`src/rtl/cma_pkg.sv`:
```
// Package: types and codes for the contiguous memory allocator.
`timescale 1ns / 1ps
`default_nettype none
package cma_pkg;
	localparam int SIZE_W = 21;
	localparam int STAT_W = 2;

	typedef enum logic [1:0] {
		ST_DONE    = 2'd0,
		ST_NO_HOLE = 2'd1,
		ST_FULL    = 2'd2
	} status_t;

	typedef enum logic [1:0] {
		FIT_FIRST = 2'd0,
		FIT_BEST  = 2'd1,
		FIT_WORST = 2'd2
	} fit_t;

	localparam logic KIND_ALLOC   = 1'b0;
	localparam logic KIND_RELEASE = 1'b1;

	typedef enum logic [3:0] {
		S_IDLE,
		S_INIT,
		S_SCAN,
		S_DECIDE,
		S_SHIFT,
		S_PLACE,
		S_FREE,
		S_MERGE,
		S_DONE
	} state_t;

	typedef struct packed {
		logic        kind;
		logic [7:0]  owner_id;
		logic [20:0] alloc_size;
		logic [1:0]  fit_mode;
	} cmd_t;

	typedef struct packed {
		logic [1:0]  status;
		logic [19:0] alloc_start;
	} result_t;
endpackage
`default_nettype wire

```
`src/rtl/contiguous_memory_allocator.sv`:
```
// Top level: contiguous segment allocator with first, best and worst fit.
// An allocation scans every entry in use, then decides: a grant without split goes to place, a
// split grant first shifts the entries above the pick up and writes the remainder, and no hole or
// a full table goes to done. A release frees and merges in one pass; a zero-size request
// goes straight to done. One request at a time: busy stays high through the done cycle, so a
// new request is accepted only once the last one is through; a config write passes through init.
// Reset: the init state loads one free segment of 2^ADDR_WIDTH; receiver cannot stall.
`timescale 1ns / 1ps
`default_nettype none
module contiguous_memory_allocator #(
	parameter int MAX_SEGMENTS = 16,
	parameter int ADDR_WIDTH   = 20,
	parameter int ID_WIDTH     = 8
) (
	input  wire logic                 clk,
	input  wire logic                 arst_n,
	input  wire logic                 start,
	output logic                      busy,
	input  wire cma_pkg::cmd_t        cmd,
	output logic                      done,
	output cma_pkg::result_t          result,
	input  wire logic                 cfg_valid,
	output logic                      cfg_ready,
	input  wire logic [20:0]          cfg_data
);
	localparam int XW = (MAX_SEGMENTS > 1) ? $clog2(MAX_SEGMENTS) : 1;
	localparam int CW = $clog2(MAX_SEGMENTS + 1);
	localparam int LW = ADDR_WIDTH + 1;
	// request size keeps all of its bits even when lengths are narrower
	localparam int SW = (LW > cma_pkg::SIZE_W) ? LW : cma_pkg::SIZE_W;
	localparam logic [LW-1:0] SPAN = LW'(1) << ADDR_WIDTH;

	cma_pkg::state_t state_q, state_d;

	logic [LW-1:0] total_q;
	logic [CW-1:0] count_q;
	logic [CW-1:0] idx_q;      // scan / read index
	logic [CW-1:0] wr_q;       // merge write index
	logic          pick_v_q;
	logic [XW-1:0] pick_q;
	logic [LW-1:0] pick_len_q;
	logic          kind_q;
	logic [ID_WIDTH-1:0] id_q;
	logic [SW-1:0] size_q;
	logic [1:0]    mode_q;
	// merge carry: last written entry (w-1)
	logic          prev_free_q;
	logic [ADDR_WIDTH-1:0] prev_base_q;
	logic [LW-1:0] prev_len_q;
	logic [1:0]    stat_q;
	logic [ADDR_WIDTH-1:0] astart_q;

	// table port
	logic          t_init, t_we, t_wtaken, t_rtaken;
	logic [XW-1:0] t_waddr, t_raddr;
	logic [ADDR_WIDTH-1:0] t_wbase, t_rbase;
	logic [LW-1:0] t_wlen, t_rlen;
	logic [ID_WIDTH-1:0] t_wowner, t_rowner;

	cma_seg_table #(
		.DEPTH(MAX_SEGMENTS), .AW(ADDR_WIDTH), .IW(ID_WIDTH), .LW(LW), .XW(XW)
	) u_tab (
		.clk(clk), .arst_n(arst_n), .init(t_init), .init_len(total_q),
		.we(t_we), .waddr(t_waddr), .wbase(t_wbase), .wlen(t_wlen),
		.wowner(t_wowner), .wtaken(t_wtaken), .raddr(t_raddr),
		.rbase(t_rbase), .rlen(t_rlen), .rowner(t_rowner), .rtaken(t_rtaken)
	);

	// clamp written size to [1, 2^ADDR_WIDTH]
	logic [LW-1:0] cfg_clamp;
	always_comb begin
		priority if (cfg_data == '0) cfg_clamp = LW'(1);
		else if (33'(cfg_data) > 33'(SPAN)) cfg_clamp = SPAN;
		else cfg_clamp = LW'(cfg_data);
	end

	wire accept  = start && !busy;
	wire cfg_fire = cfg_valid && cfg_ready;
	assign cfg_ready = (state_q == cma_pkg::S_IDLE) && !start;
	assign busy = (state_q != cma_pkg::S_IDLE);

	// shared comparator: candidate length against request / current pick
	wire fits     = !t_rtaken && (SW'(t_rlen) >= size_q);
	wire better   = (mode_q == cma_pkg::FIT_BEST)  ? (t_rlen < pick_len_q) :
	                (mode_q == cma_pkg::FIT_WORST) ? (t_rlen > pick_len_q) : 1'b0;
	wire scan_end = (idx_q >= count_q) || (idx_q >= CW'(MAX_SEGMENTS));
	wire split    = pick_len_q != LW'(size_q);
	wire [CW-1:0] pick_x = CW'(pick_q);

	// next state
	always_comb begin
		state_d = state_q;
		unique case (state_q)
			cma_pkg::S_IDLE: begin
				if (cfg_fire) state_d = cma_pkg::S_INIT;
				else if (accept) begin
					if (cmd.kind == cma_pkg::KIND_RELEASE) state_d = cma_pkg::S_FREE;
					else if (cmd.alloc_size == '0) state_d = cma_pkg::S_DONE;
					else state_d = cma_pkg::S_SCAN;
				end
			end
			cma_pkg::S_INIT:   state_d = cma_pkg::S_IDLE;
			cma_pkg::S_SCAN:   if (scan_end) state_d = cma_pkg::S_DECIDE;
			cma_pkg::S_DECIDE: begin
				if (!pick_v_q) state_d = cma_pkg::S_DONE;
				else if (split && count_q >= CW'(MAX_SEGMENTS)) state_d = cma_pkg::S_DONE;
				else if (split) state_d = cma_pkg::S_SHIFT;
				else state_d = cma_pkg::S_PLACE;
			end
			cma_pkg::S_SHIFT:  if (idx_q <= pick_x + CW'(1)) state_d = cma_pkg::S_PLACE;
			cma_pkg::S_PLACE:  state_d = cma_pkg::S_DONE;
			cma_pkg::S_FREE:   if (scan_end) state_d = cma_pkg::S_DONE;
			cma_pkg::S_MERGE:  state_d = cma_pkg::S_DONE;
			cma_pkg::S_DONE:   state_d = cma_pkg::S_IDLE;
			default:           state_d = cma_pkg::S_IDLE;
		endcase
	end

	// release runs free+merge in one pass: entry r is freed if its owner matches,
	// and merged into w-1 when both are free.
	wire r_taken = t_rtaken && !(t_rowner == id_q);

	// table control
	always_comb begin
		t_init   = (state_q == cma_pkg::S_INIT);
		t_we     = 1'b0;
		t_waddr  = '0;
		t_wbase  = t_rbase;
		t_wlen   = t_rlen;
		t_wowner = t_rowner;
		t_wtaken = t_rtaken;
		t_raddr  = XW'(idx_q);
		unique case (state_q)
			cma_pkg::S_SHIFT: begin
				// copy idx-1 to idx, or write the split remainder at pick+1
				if (idx_q > pick_x + CW'(1)) begin
					t_raddr = XW'(idx_q - CW'(1));
					t_we    = 1'b1;
					t_waddr = XW'(idx_q);
				end else begin
					t_raddr  = pick_q;
					t_we     = 1'b1;
					t_waddr  = XW'(idx_q);
					t_wbase  = t_rbase + ADDR_WIDTH'(size_q);
					t_wlen   = pick_len_q - LW'(size_q);
					t_wtaken = 1'b0;
				end
			end
			cma_pkg::S_PLACE: begin
				t_raddr  = pick_q;
				t_we     = 1'b1;
				t_waddr  = pick_q;
				t_wlen   = LW'(size_q);
				t_wowner = id_q;
				t_wtaken = 1'b1;
			end
			cma_pkg::S_FREE: begin
				if (!scan_end) begin
					t_we = 1'b1;
					if (wr_q != '0 && prev_free_q && !r_taken) begin
						t_waddr  = XW'(wr_q - CW'(1));
						t_wbase  = prev_base_q;
						t_wlen   = prev_len_q + t_rlen;
						t_wtaken = 1'b0;
					end else begin
						t_waddr  = XW'(wr_q);
						t_wtaken = r_taken;
					end
				end
			end
			default: ;
		endcase
	end

	always_ff @(posedge clk or negedge arst_n) begin
		if (!arst_n) begin
			state_q  <= cma_pkg::S_INIT;
			total_q  <= SPAN;
			count_q  <= CW'(1);
			idx_q    <= '0;
			wr_q     <= '0;
			pick_v_q <= 1'b0;
			stat_q   <= cma_pkg::ST_DONE;
		end else begin
			state_q <= state_d;
			unique case (state_q)
				cma_pkg::S_IDLE: begin
					idx_q    <= '0;
					wr_q     <= '0;
					pick_v_q <= 1'b0;
					if (cfg_fire) total_q <= cfg_clamp;
					if (accept && cmd.kind == cma_pkg::KIND_ALLOC && cmd.alloc_size == '0)
						stat_q <= cma_pkg::ST_NO_HOLE;
					else
						stat_q <= cma_pkg::ST_DONE;
				end
				cma_pkg::S_INIT: count_q <= CW'(1);
				cma_pkg::S_SCAN: begin
					if (!scan_end) begin
						if (fits && (!pick_v_q || better)) begin
							pick_v_q <= 1'b1;
							pick_q   <= XW'(idx_q);
						end
						idx_q <= idx_q + CW'(1);
					end
				end
				cma_pkg::S_DECIDE: begin
					idx_q <= count_q;
					if (!pick_v_q) stat_q <= cma_pkg::ST_NO_HOLE;
					else if (split && count_q >= CW'(MAX_SEGMENTS)) stat_q <= cma_pkg::ST_FULL;
				end
				cma_pkg::S_SHIFT: begin
					idx_q <= idx_q - CW'(1);
					if (idx_q <= pick_x + CW'(1)) count_q <= count_q + CW'(1);
				end
				cma_pkg::S_FREE: begin
					if (!scan_end) begin
						idx_q <= idx_q + CW'(1);
						if (wr_q != '0 && prev_free_q && !r_taken) begin
							prev_len_q <= prev_len_q + t_rlen;
						end else begin
							wr_q        <= wr_q + CW'(1);
							prev_free_q <= !r_taken;
							prev_base_q <= t_rbase;
							prev_len_q  <= t_rlen;
						end
					end else begin
						count_q <= wr_q;
					end
				end
				default: ;
			endcase
		end
	end

	// payload registers
	always_ff @(posedge clk) begin
		if (accept) begin
			kind_q <= cmd.kind;
			id_q   <= ID_WIDTH'(cmd.owner_id);
			size_q <= SW'(cmd.alloc_size);
			mode_q <= (cmd.fit_mode == 2'd3) ? cma_pkg::FIT_FIRST : cmd.fit_mode;
		end
		if (state_q == cma_pkg::S_SCAN && !scan_end && fits && (!pick_v_q || better))
			pick_len_q <= t_rlen;
		if (state_q == cma_pkg::S_IDLE) astart_q <= '0;
		else if (state_q == cma_pkg::S_PLACE) astart_q <= t_rbase;
	end

	always_comb begin
		done               = (state_q == cma_pkg::S_DONE);
		result.status      = done ? stat_q : 2'd0;
		result.alloc_start = done ? 20'(astart_q) : '0;
	end

	// a table write never happens while idle
	a_no_idle_write: assert property (@(posedge clk) disable iff (!arst_n)
		state_q == cma_pkg::S_IDLE |-> !t_we) else $error("idle table write");
	// segment count stays within table
	a_count_range: assert property (@(posedge clk) disable iff (!arst_n)
		count_q <= CW'(MAX_SEGMENTS) && count_q != '0) else $error("count out of range");
	// done lasts one cycle and follows busy work
	a_done_pulse: assert property (@(posedge clk) disable iff (!arst_n)
		done |=> !done) else $error("done held");
	// release never reports failure
	a_release_ok: assert property (@(posedge clk) disable iff (!arst_n)
		done && kind_q == cma_pkg::KIND_RELEASE |-> result.status == cma_pkg::ST_DONE)
		else $error("release failed");
endmodule
`default_nettype wire

```
`src/rtl/cma_seg_table.sv`:
```
// Segment table: base, length, owner and taken flag per entry, flop based.
`timescale 1ns / 1ps
`default_nettype none
module cma_seg_table #(
	parameter int DEPTH = 16,
	parameter int AW    = 20,
	parameter int IW    = 8,
	parameter int LW    = 21,
	parameter int XW    = 4
) (
	input  wire logic          clk,
	input  wire logic          arst_n,
	input  wire logic          init,
	input  wire logic [LW-1:0] init_len,
	input  wire logic          we,
	input  wire logic [XW-1:0] waddr,
	input  wire logic [AW-1:0] wbase,
	input  wire logic [LW-1:0] wlen,
	input  wire logic [IW-1:0] wowner,
	input  wire logic          wtaken,
	input  wire logic [XW-1:0] raddr,
	output logic      [AW-1:0] rbase,
	output logic      [LW-1:0] rlen,
	output logic      [IW-1:0] rowner,
	output logic               rtaken
);
	logic [AW-1:0] base_q  [DEPTH];
	logic [LW-1:0] len_q   [DEPTH];
	logic [IW-1:0] owner_q [DEPTH];
	logic [DEPTH-1:0] taken_q;

	always_ff @(posedge clk or negedge arst_n) begin
		if (!arst_n) begin
			taken_q <= '0;
		end else if (init) begin
			taken_q <= '0;
		end else if (we) begin
			taken_q[waddr] <= wtaken;
		end
	end

	// entry 0 reset values come via init pulse issued after reset
	always_ff @(posedge clk) begin
		if (init) begin
			base_q[0] <= '0;
			len_q[0]  <= init_len;
		end else if (we) begin
			base_q[waddr]  <= wbase;
			len_q[waddr]   <= wlen;
			owner_q[waddr] <= wowner;
		end
	end

	assign rbase  = base_q[raddr];
	assign rlen   = len_q[raddr];
	assign rowner = owner_q[raddr];
	assign rtaken = taken_q[raddr];
endmodule
`default_nettype wire
```
`config.mk`:
```
export PLATFORM = sky130hd
export DESIGN_NAME = contiguous_memory_allocator
export DESIGN_NICKNAME = d
export VERILOG_FILES = /design/src/rtl/cma_pkg.sv /design/src/rtl/contiguous_memory_allocator.sv /design/src/rtl/cma_seg_table.sv
export SDC_FILE = /design/constraint.sdc
export NUM_CORES = 2
export LEC_CHECK = 0
export ABC_AREA = 1
export BUFFER_PORTS_ARGS = -buffer_cell sky130_fd_sc_hd__buf_2
export CORE_MARGIN = 1.5
export CORE_UTILIZATION = 33
export DETAILED_ROUTE_END_ITERATION = 8
export SYNTH_ARGS = -nofsm -noshare
export SYNTH_HDL_FRONTEND = slang
export SYNTH_SLANG_ARGS = --single-unit
```
`constraint.sdc`:
```
create_clock -name clk -period 9.6 [get_ports clk]
set_clock_uncertainty 0.2 [all_clocks]
set_input_delay 0.48 -clock clk [delete_from_list [all_inputs] [get_ports clk]]
set_output_delay 0.48 -clock clk [all_outputs]
set_load 0.05 [all_outputs]
```
# [Yosys cells after proc, flatten, opt, wreduce, memory -nomap -nowiden]
# Memories as Yosys holds them, arrays and structs flattened.
# Index checks and enable logic that the tools add are counted.
[op_classes] bitwise=3 mux=70 order_cmp=12 addsub=9 n_reduce_logical=50 n_eq_ne=23
[ops] operator="two-way mux 21 bit" n=6
[ops] operator="two-way mux 20 bit" n=5
[ops] operator="case mux 21 bit (3 select lines)" n=1
[ops] operator="two-way mux 4 bit" n=14
[ops] operator="zero test 21 bit" n=2
[ops] operator="case mux 20 bit (2 select lines)" n=1
[ops] operator="two-way mux 16 bit" n=2
[ops] operator="two-way mux 5 bit" n=5
[ops] operator="case mux 4 bit (6 select lines)" n=1
[ops] operator="adder 21 bit" n=1
[ops] operator=">= comparator 21 bit" n=1
[ops] operator="> comparator 21 bit" n=1
[ops] operator="> comparator 21 bit, second input constant" n=1
[ops] operator="less-than comparator 21 bit" n=1
[ops] operator="inequality test 21 bit" n=1
[ops] operator="OR reduction 21 bit" n=1
[ops] operator="subtractor 21 bit" n=1
[ops] operator="adder 20 bit" n=1
[ops] operator="case mux 5 bit (4 select lines)" n=1
[ops] operator="OR reduction 20 bit" n=1
[ops] operator="two-way mux 1 bit" n=19
[ops] operator="bitwise mux 16 bit" n=1
[ops] operator="equality test 4 x 3 -> 1 bit, second input constant" n=4
[ops] operator="inequality test 2 bit, second input constant" n=8
[ops] operator="other kinds (41)" n=87
[word_totals] ff_bits=177 input_bits=57 mem_count=3 output_inout_bits=25 ram_bits=784
[memory_table] memory="u_tab.len_q" words=16 word_bits=21 read_ports=1 rd_clocked_by_memory_dff=0 write_ports=1 line="cma_seg_table.sv:28" source="logic [LW-1:0] len_q [DEPTH];"
[memory_table] memory="u_tab.base_q" words=16 word_bits=20 read_ports=1 rd_clocked_by_memory_dff=0 write_ports=1 line="cma_seg_table.sv:27" source="logic [AW-1:0] base_q [DEPTH];"
[memory_table] memory="u_tab.owner_q" words=16 word_bits=8 read_ports=1 rd_clocked_by_memory_dff=0 write_ports=1 line="cma_seg_table.sv:29" source="logic [IW-1:0] owner_q [DEPTH];"

# [Logic depth before layout (Yosys ltp)]
# An unclocked memory read counts as a cell.
[depth] depth_word=20 depth_mapped=40 mapped_depth_nobuf=35

# [Modules after synthesis]
# A second synthesis with hierarchy kept.
[unflattened] hier_cells=5450 area_unflattened_um2=48714.2
[modules_own_cells] mod="cma_seg_table" area_each_um2=34884.7 instances=1 cells_per_inst=3456
[modules_own_cells] mod="contiguous_memory_allocator" area_each_um2=13829.5 instances=1 cells_per_inst=1994

# [Worst setup path before layout]
# Ideal clock, no wire load.
[synth_timing] kind="reg-to-reg" startpoint="reg pick_q[1]" endpoint="mem u_tab.len_q[0][19], data pin" stages_incl_launch_ff=39 required_ns=9.070 period_less_slack_ns=6.498 slack_ns=3.102 setup_ns=0.330 t_arrival_ns=5.968 path_buffers=4 path_cell_list="edfxtp_1 -> ha_1 -> xnor2_1 -> ha_1 -> nand2_1 -> nand2_1 -> nand2_1 -> nand3_1 -> nand2_1 -> nand3_1 -> nand3_2 -> nand2_4 -> inv_2 -> buf_6 -> buf_2 -> buf_4 -> clkbuf_1 -> nand2_1 -> [... 3 more ...] -> inv_1 -> ha_1 -> a21oi_1 -> o21ai_0 -> nor2_1 -> o21ai_0 -> a21boi_0 -> o21ai_0 -> a21boi_0 -> o21ai_0 -> a21boi_0 -> o21ai_0 -> xor2_1 -> o21ai_0 -> nand2_1 -> nand4_1 -> nand2_1 -> o21ai_0"
[synth_rtl] element="start: declaration" line="contiguous_memory_allocator.sv:40" source="logic [XW-1:0] pick_q;"
[synth_rtl] element="start signal: assignment" line="contiguous_memory_allocator.sv:202" source="pick_q <= XW'(idx_q);"
[synth_rtl] element="adder 4 x 1 -> 5 bit" line="contiguous_memory_allocator.sv:136" source="if (idx_q > pick_x + CW'(1)) begin"
[synth_rtl] element="> comparator 5 bit" line="contiguous_memory_allocator.sv:136"
[synth_rtl] element="two-way mux 4 bit" line="contiguous_memory_allocator.sv:136"
[synth_rtl] element="case mux 4 bit (2 select lines) (*)" line="contiguous_memory_allocator.sv:133" source="unique case (state_q)"
[synth_rtl] element="memory (16 x 21 bit) (*)"
[synth_rtl] element="named net t_rlen[4]" line="contiguous_memory_allocator.sv:57" source="logic [LW-1:0] t_wlen, t_rlen;"
[synth_rtl] element="adder 21 bit (*)" line="contiguous_memory_allocator.sv:163" source="t_wlen = prev_len_q + t_rlen;"
[synth_rtl] element="two-way mux 21 bit (*)" line="contiguous_memory_allocator.sv:160" source="if (wr_q != '0 && prev_free_q && !r_taken) begin"
[synth_rtl] element="two-way mux 21 bit (*)" line="contiguous_memory_allocator.sv:158" source="if (!scan_end) begin"
[synth_rtl] element="case mux 21 bit (3 select lines) (*)" line="contiguous_memory_allocator.sv:133"
[synth_rtl] element="two-way mux 21 bit (no line) (*)"
[synth_rtl] element="end: declaration" line="cma_seg_table.sv:28"
# The timed path passes the listed nets; every way through them passes the cells marked *. The select of a mux whose other input is x is not followed.

# [Worst setup path in the final report]
[layout_timing] startpoint="reg pick_q[1]" endpoint="mem u_tab.base_q[8][17], data pin"
[layout_rtl] element="adder 4 x 1 -> 5 bit" line="contiguous_memory_allocator.sv:136"
[layout_rtl] element="> comparator 5 bit" line="contiguous_memory_allocator.sv:136"
[layout_rtl] element="two-way mux 4 bit" line="contiguous_memory_allocator.sv:136"
[layout_rtl] element="case mux 4 bit (2 select lines) (*)" line="contiguous_memory_allocator.sv:133"
[layout_rtl] element="memory (16 x 20 bit) (*)"
[layout_rtl] element="named net t_rbase[1]" line="contiguous_memory_allocator.sv:56" source="logic [ADDR_WIDTH-1:0] t_wbase, t_rbase;"
[layout_rtl] element="adder 20 bit (*)" line="contiguous_memory_allocator.sv:144" source="t_wbase = t_rbase + ADDR_WIDTH'(size_q);"
[layout_rtl] element="two-way mux 20 bit (*)" line="contiguous_memory_allocator.sv:136"
[layout_rtl] element="case mux 20 bit (2 select lines) (*)" line="contiguous_memory_allocator.sv:133"
[layout_rtl] element="two-way mux 20 bit (no line) (*)"
[layout_rtl] element="end: declaration" line="cma_seg_table.sv:27"
# Marked as above.

==> flow_summary.toml <==
[run_status]
status = "finished, final reports clean"

[route]
route.vias.total = 32400
finalWirelength_um = 131000
via_per_inst = 5.31
drtIter0Drc = 3711
drtAntennaViolNets = 0
avgRoutedWirePerCell_um = 21.5
dr.pass1.iters = 5
drcViolationCount = 0

[sta]
finalSetupViolCount = 0
setup_tns_ns = 0
rsz0062_at_grt = "false"
period_minus_slack_ns = 8.22
post-route-period-util = 0.857
hold_viol = 0
finalMaxSlewViolations = 0
worst_pin_slew_ns = 1.17
slew_headroom = 0.220
clock.fmax_mhz = 122

[finish]
area_growth_pct = 13.7
postLayoutCoreUtil = 0.379
antenna_cells = 0
seq_area_sq_um = 28400
nets = 4432
drive_gt1_frac = 0.0900
fillCellCount = 13000
multi_input_area_sq_um = 14200

[setup_path]
r2r_slack_ns = 1.38
crit_arrival_ns = 8.35
slowest_delay_ns = 0.87
r2r_end = "u_tab.base_q[8][17]"
r2r_start = "pick_q[1]"
crit_fanout = 128
critPathKind = "flip-flop to flip-flop"
required_ns = 9.73
crit_slowest_cell = "a31oi_1"
cp-start-kind = "flip-flop"
endpoint_kind = "flip-flop"
r2r_cells = 29
cp_common_cell = "nand2_1"

[global_routing]
grt_use_total = 0.188
grt_pass1_vias = 30900
grt_overflow_total = 0
antenna_found_initial = 1
grt_max_degree = 129
grt_pass1_wl_um = 195000

[die]
fp.coreArea_sq_um = 134000
initial_core_util = 0.333
die_height_um = 371
rows = 134
num_io_pins = 82
die_width_um = 371
die_area_sq_um = 137000

[min_path]
min_path_type = "flip-flop to flip-flop"
holdPathEnd = "u_tab.taken_q[9]"
hold_depth = 2
hold_start = "u_tab.taken_q[9]"

[synthesis]
synth_fp_nets = 4316
yosys_most_used_dff = "edfxtp_1"
synth_area_per_cell_sq_um = 10.8
synth.distinct_cells = 60
synthCells = 4137
synth.cell_area_sq_um = 44600
yosys_warnings = 0
ys_ff_latch = 961
synth-edff-count = 882
seq_area_frac_synth = 0.636
synthArstFlopShare = 0.0614

[power]
powerDensity_nw_per_um2 = 378
p_leak_nw = 18.7
max-vdd-ir-drop_uv = 231

[clock_tree]
clockBufferDepth = 3
cts_buffers = 94
clock_latency_ns = 0.69
clk_pin_slew_ns = 0.07
clock-sinks = 961
htree_levels = 3
root_buffer = "clkbuf_16"
post_cts_buffers = 0
tritoncts = "built"

[job]
maxCapViolCount = 0

[placed_design]
routabilityCongestion = 0.915
portBuffers = 81
hpwlAfterDp_um = 80100
==> state kept, by name, indices dropped and copies added, names as in the netlist, 5 cells and up <==
name / flops
pick_len_q: 21
astart_q: 20
u_tab.len_q: 336
u_tab.base_q: 320
id_q: 8
u_tab.owner_q: 128
wr_q: 5
idx_q: 5
prev_len_q: 21
prev_base_q: 20
total_q: 21
count_q: 5
size_q: 21
u_tab.taken_q: 16
==> metrics by stage <==
| stage | cells | hold WS (ns) | power, mW | cell area, sq um | worst slack (ns) |
|---|---|---|---|---|---|
| floorplan | 4137 | -0.0156 | 12.5 | 44600 | 3.10 |
| global placement | 5868 | 0.283 | 15.5 | 47200 | 1.54 |
| detailed placement | 5868 | 0.289 | 15.6 | 47200 | 1.49 |
| CTS | 6091 | 0.264 | 19.2 | 50700 | 1.44 |
| global route | 6091 | 0.285 | 20.4 | 50700 | 0.631 |
| finish | 6091 | 0.304 | 19.2 | 50700 | 1.38 |
==> Yosys cell counts (all sizes together) (14+ instances only) <==
| library cell | instances | area [sq um] |
|---|---|---|
| nand4 | 18 | 113 |
| xor2 | 28 | 245 |
| edfxtp | 882 | 26500 |
| nand2 | 1040 | 3970 |
| a21oi | 217 | 1100 |
| nand3 | 472 | 2370 |
| dfxtp | 20 | 400 |
| o221ai | 15 | 131 |
| o21ai | 256 | 1300 |
| a32o | 75 | 751 |
| ha | 119 | 1490 |
| xnor2 | 14 | 123 |
| clkbuf | 78 | 293 |
| nor2 | 177 | 742 |
| nor4 | 14 | 87.6 |
| o22ai | 29 | 181 |
| inv | 283 | 1060 |
| buf | 143 | 757 |
| o211ai | 90 | 676 |
| a31oi | 14 | 87.6 |
| dfrtp | 56 | 1400 |
==> layout by cell type, fill, tap and decap left out, types with 7 or more instances in the layout <==
| master | instances |
|---|---|
| ha_1 | 119 |
| a32o_1 | 75 |
| nor4_1 | 14 |
| nor3_1 | 12 |
| buf_4 | 89 |
| dfrtp_1 | 56 |
| buf_12 | 14 |
| nor2_1 | 154 |
| xor2_1 | 28 |
| a41oi_1 | 9 |
| inv_1 | 261 |
| dlygate4sd3_1 | 57 |
| buf_2 | 81 |
| o31ai_1 | 8 |
| clkbuf_1 | 20 |
| o211ai_1 | 90 |
| nand4_1 | 18 |
| nand2_2 | 10 |
| xnor2_1 | 14 |
| nor2_4 | 15 |
| o21ai_0 | 236 |
| inv_6 | 8 |
| o21ai_1 | 16 |
| o22ai_1 | 29 |
| dfxtp_1 | 20 |
| a31oi_1 | 14 |
| clkinv_2 | 9 |
| a21oi_1 | 215 |
| inv_2 | 19 |
| nand3_1 | 471 |
| clkbuf_16 | 95 |
| clkinv_1 | 23 |
| nand2_1 | 1024 |
| o221ai_1 | 15 |
| edfxtp_1 | 882 |
| o2111ai_1 | 7 |
==> cell families after synthesis <==
| logic type | count (synthesis) | synth area share |
|---|---|---|
| and+or+nand+nor | 1744 | 0.166 |
| DFF | 961 | 0.636 |
| AOI/OAI and AO/OA | 754 | 0.105 |
| buffers and inverters | 508 | 0.0478 |
| adders and majority gates | 122 | 0.0347 |
| xor gates and xnor gates | 42 | 0.00825 |
| muxes | 6 | 0.00135 |
==> cell type report <==
cell class / instances / share of cell area
repair buffers: 241 / 0.0380
clock buffers: 120 / 0.0498
inverters: 287 / 0.0215
flip-flops and latches: 961 / 0.560
multi-input cells: 2668 / 0.280
well taps: 1768 / 0.0437
clock inverters: 46 / 0.00701
==> worst max-delay path: cells and delay by family (launching register included) <==
kind / cells / cell delay (ns)
compound gates: 11 / 3.17
simple gates: 11 / 1.68
buf+inv: 3 / 1.21
fa+ha+maj: 3 / 0.80
flops: 1 / 0.49
xor+xnor: 1 / 0.13
==> where the power goes <==
group / internal, mW / switching [mW]
Clock: 1.96 / 1.59
Sequential: 5.91 / 0.168
Combinational: 2.78 / 6.73
==> repair_timing <==
item                                   CTS  global route
setup endpoints to repair                0             0
endpoints found under the hold margin  112             0
hold buffers                            57             0
gates resized for setup                  0             0
==> routing by layer <==
metal / share of wire / global-route usage / routed length, um
met5: 0 / 0 / 0
met4: 0.027 / 0.0535 / 3510
met3: 0.074 / 0.0316 / 9710
met2: 0.46 / 0.296 / 59900
met1: 0.44 / 0.265 / 57600
==> worst max path at each step <==
stage	from	endpoint	slack [ns]	cells past startpoint
finish	pick_q[1]	u_tab.base_q[8][17]	1.38	29
global route	pick_q[0]	u_tab.base_q[8][17]	0.63	31
CTS	pick_q[0]	u_tab.base_q[13][17]	1.44	29
detailed placement	pick_q[0]	u_tab.base_q[3][17]	1.49	29
global placement	pick_q[0]	u_tab.base_q[3][17]	1.54	31
floorplan	pick_q[1]	u_tab.len_q[0][19]	3.10	38
(Power assumes the default switching activity.)
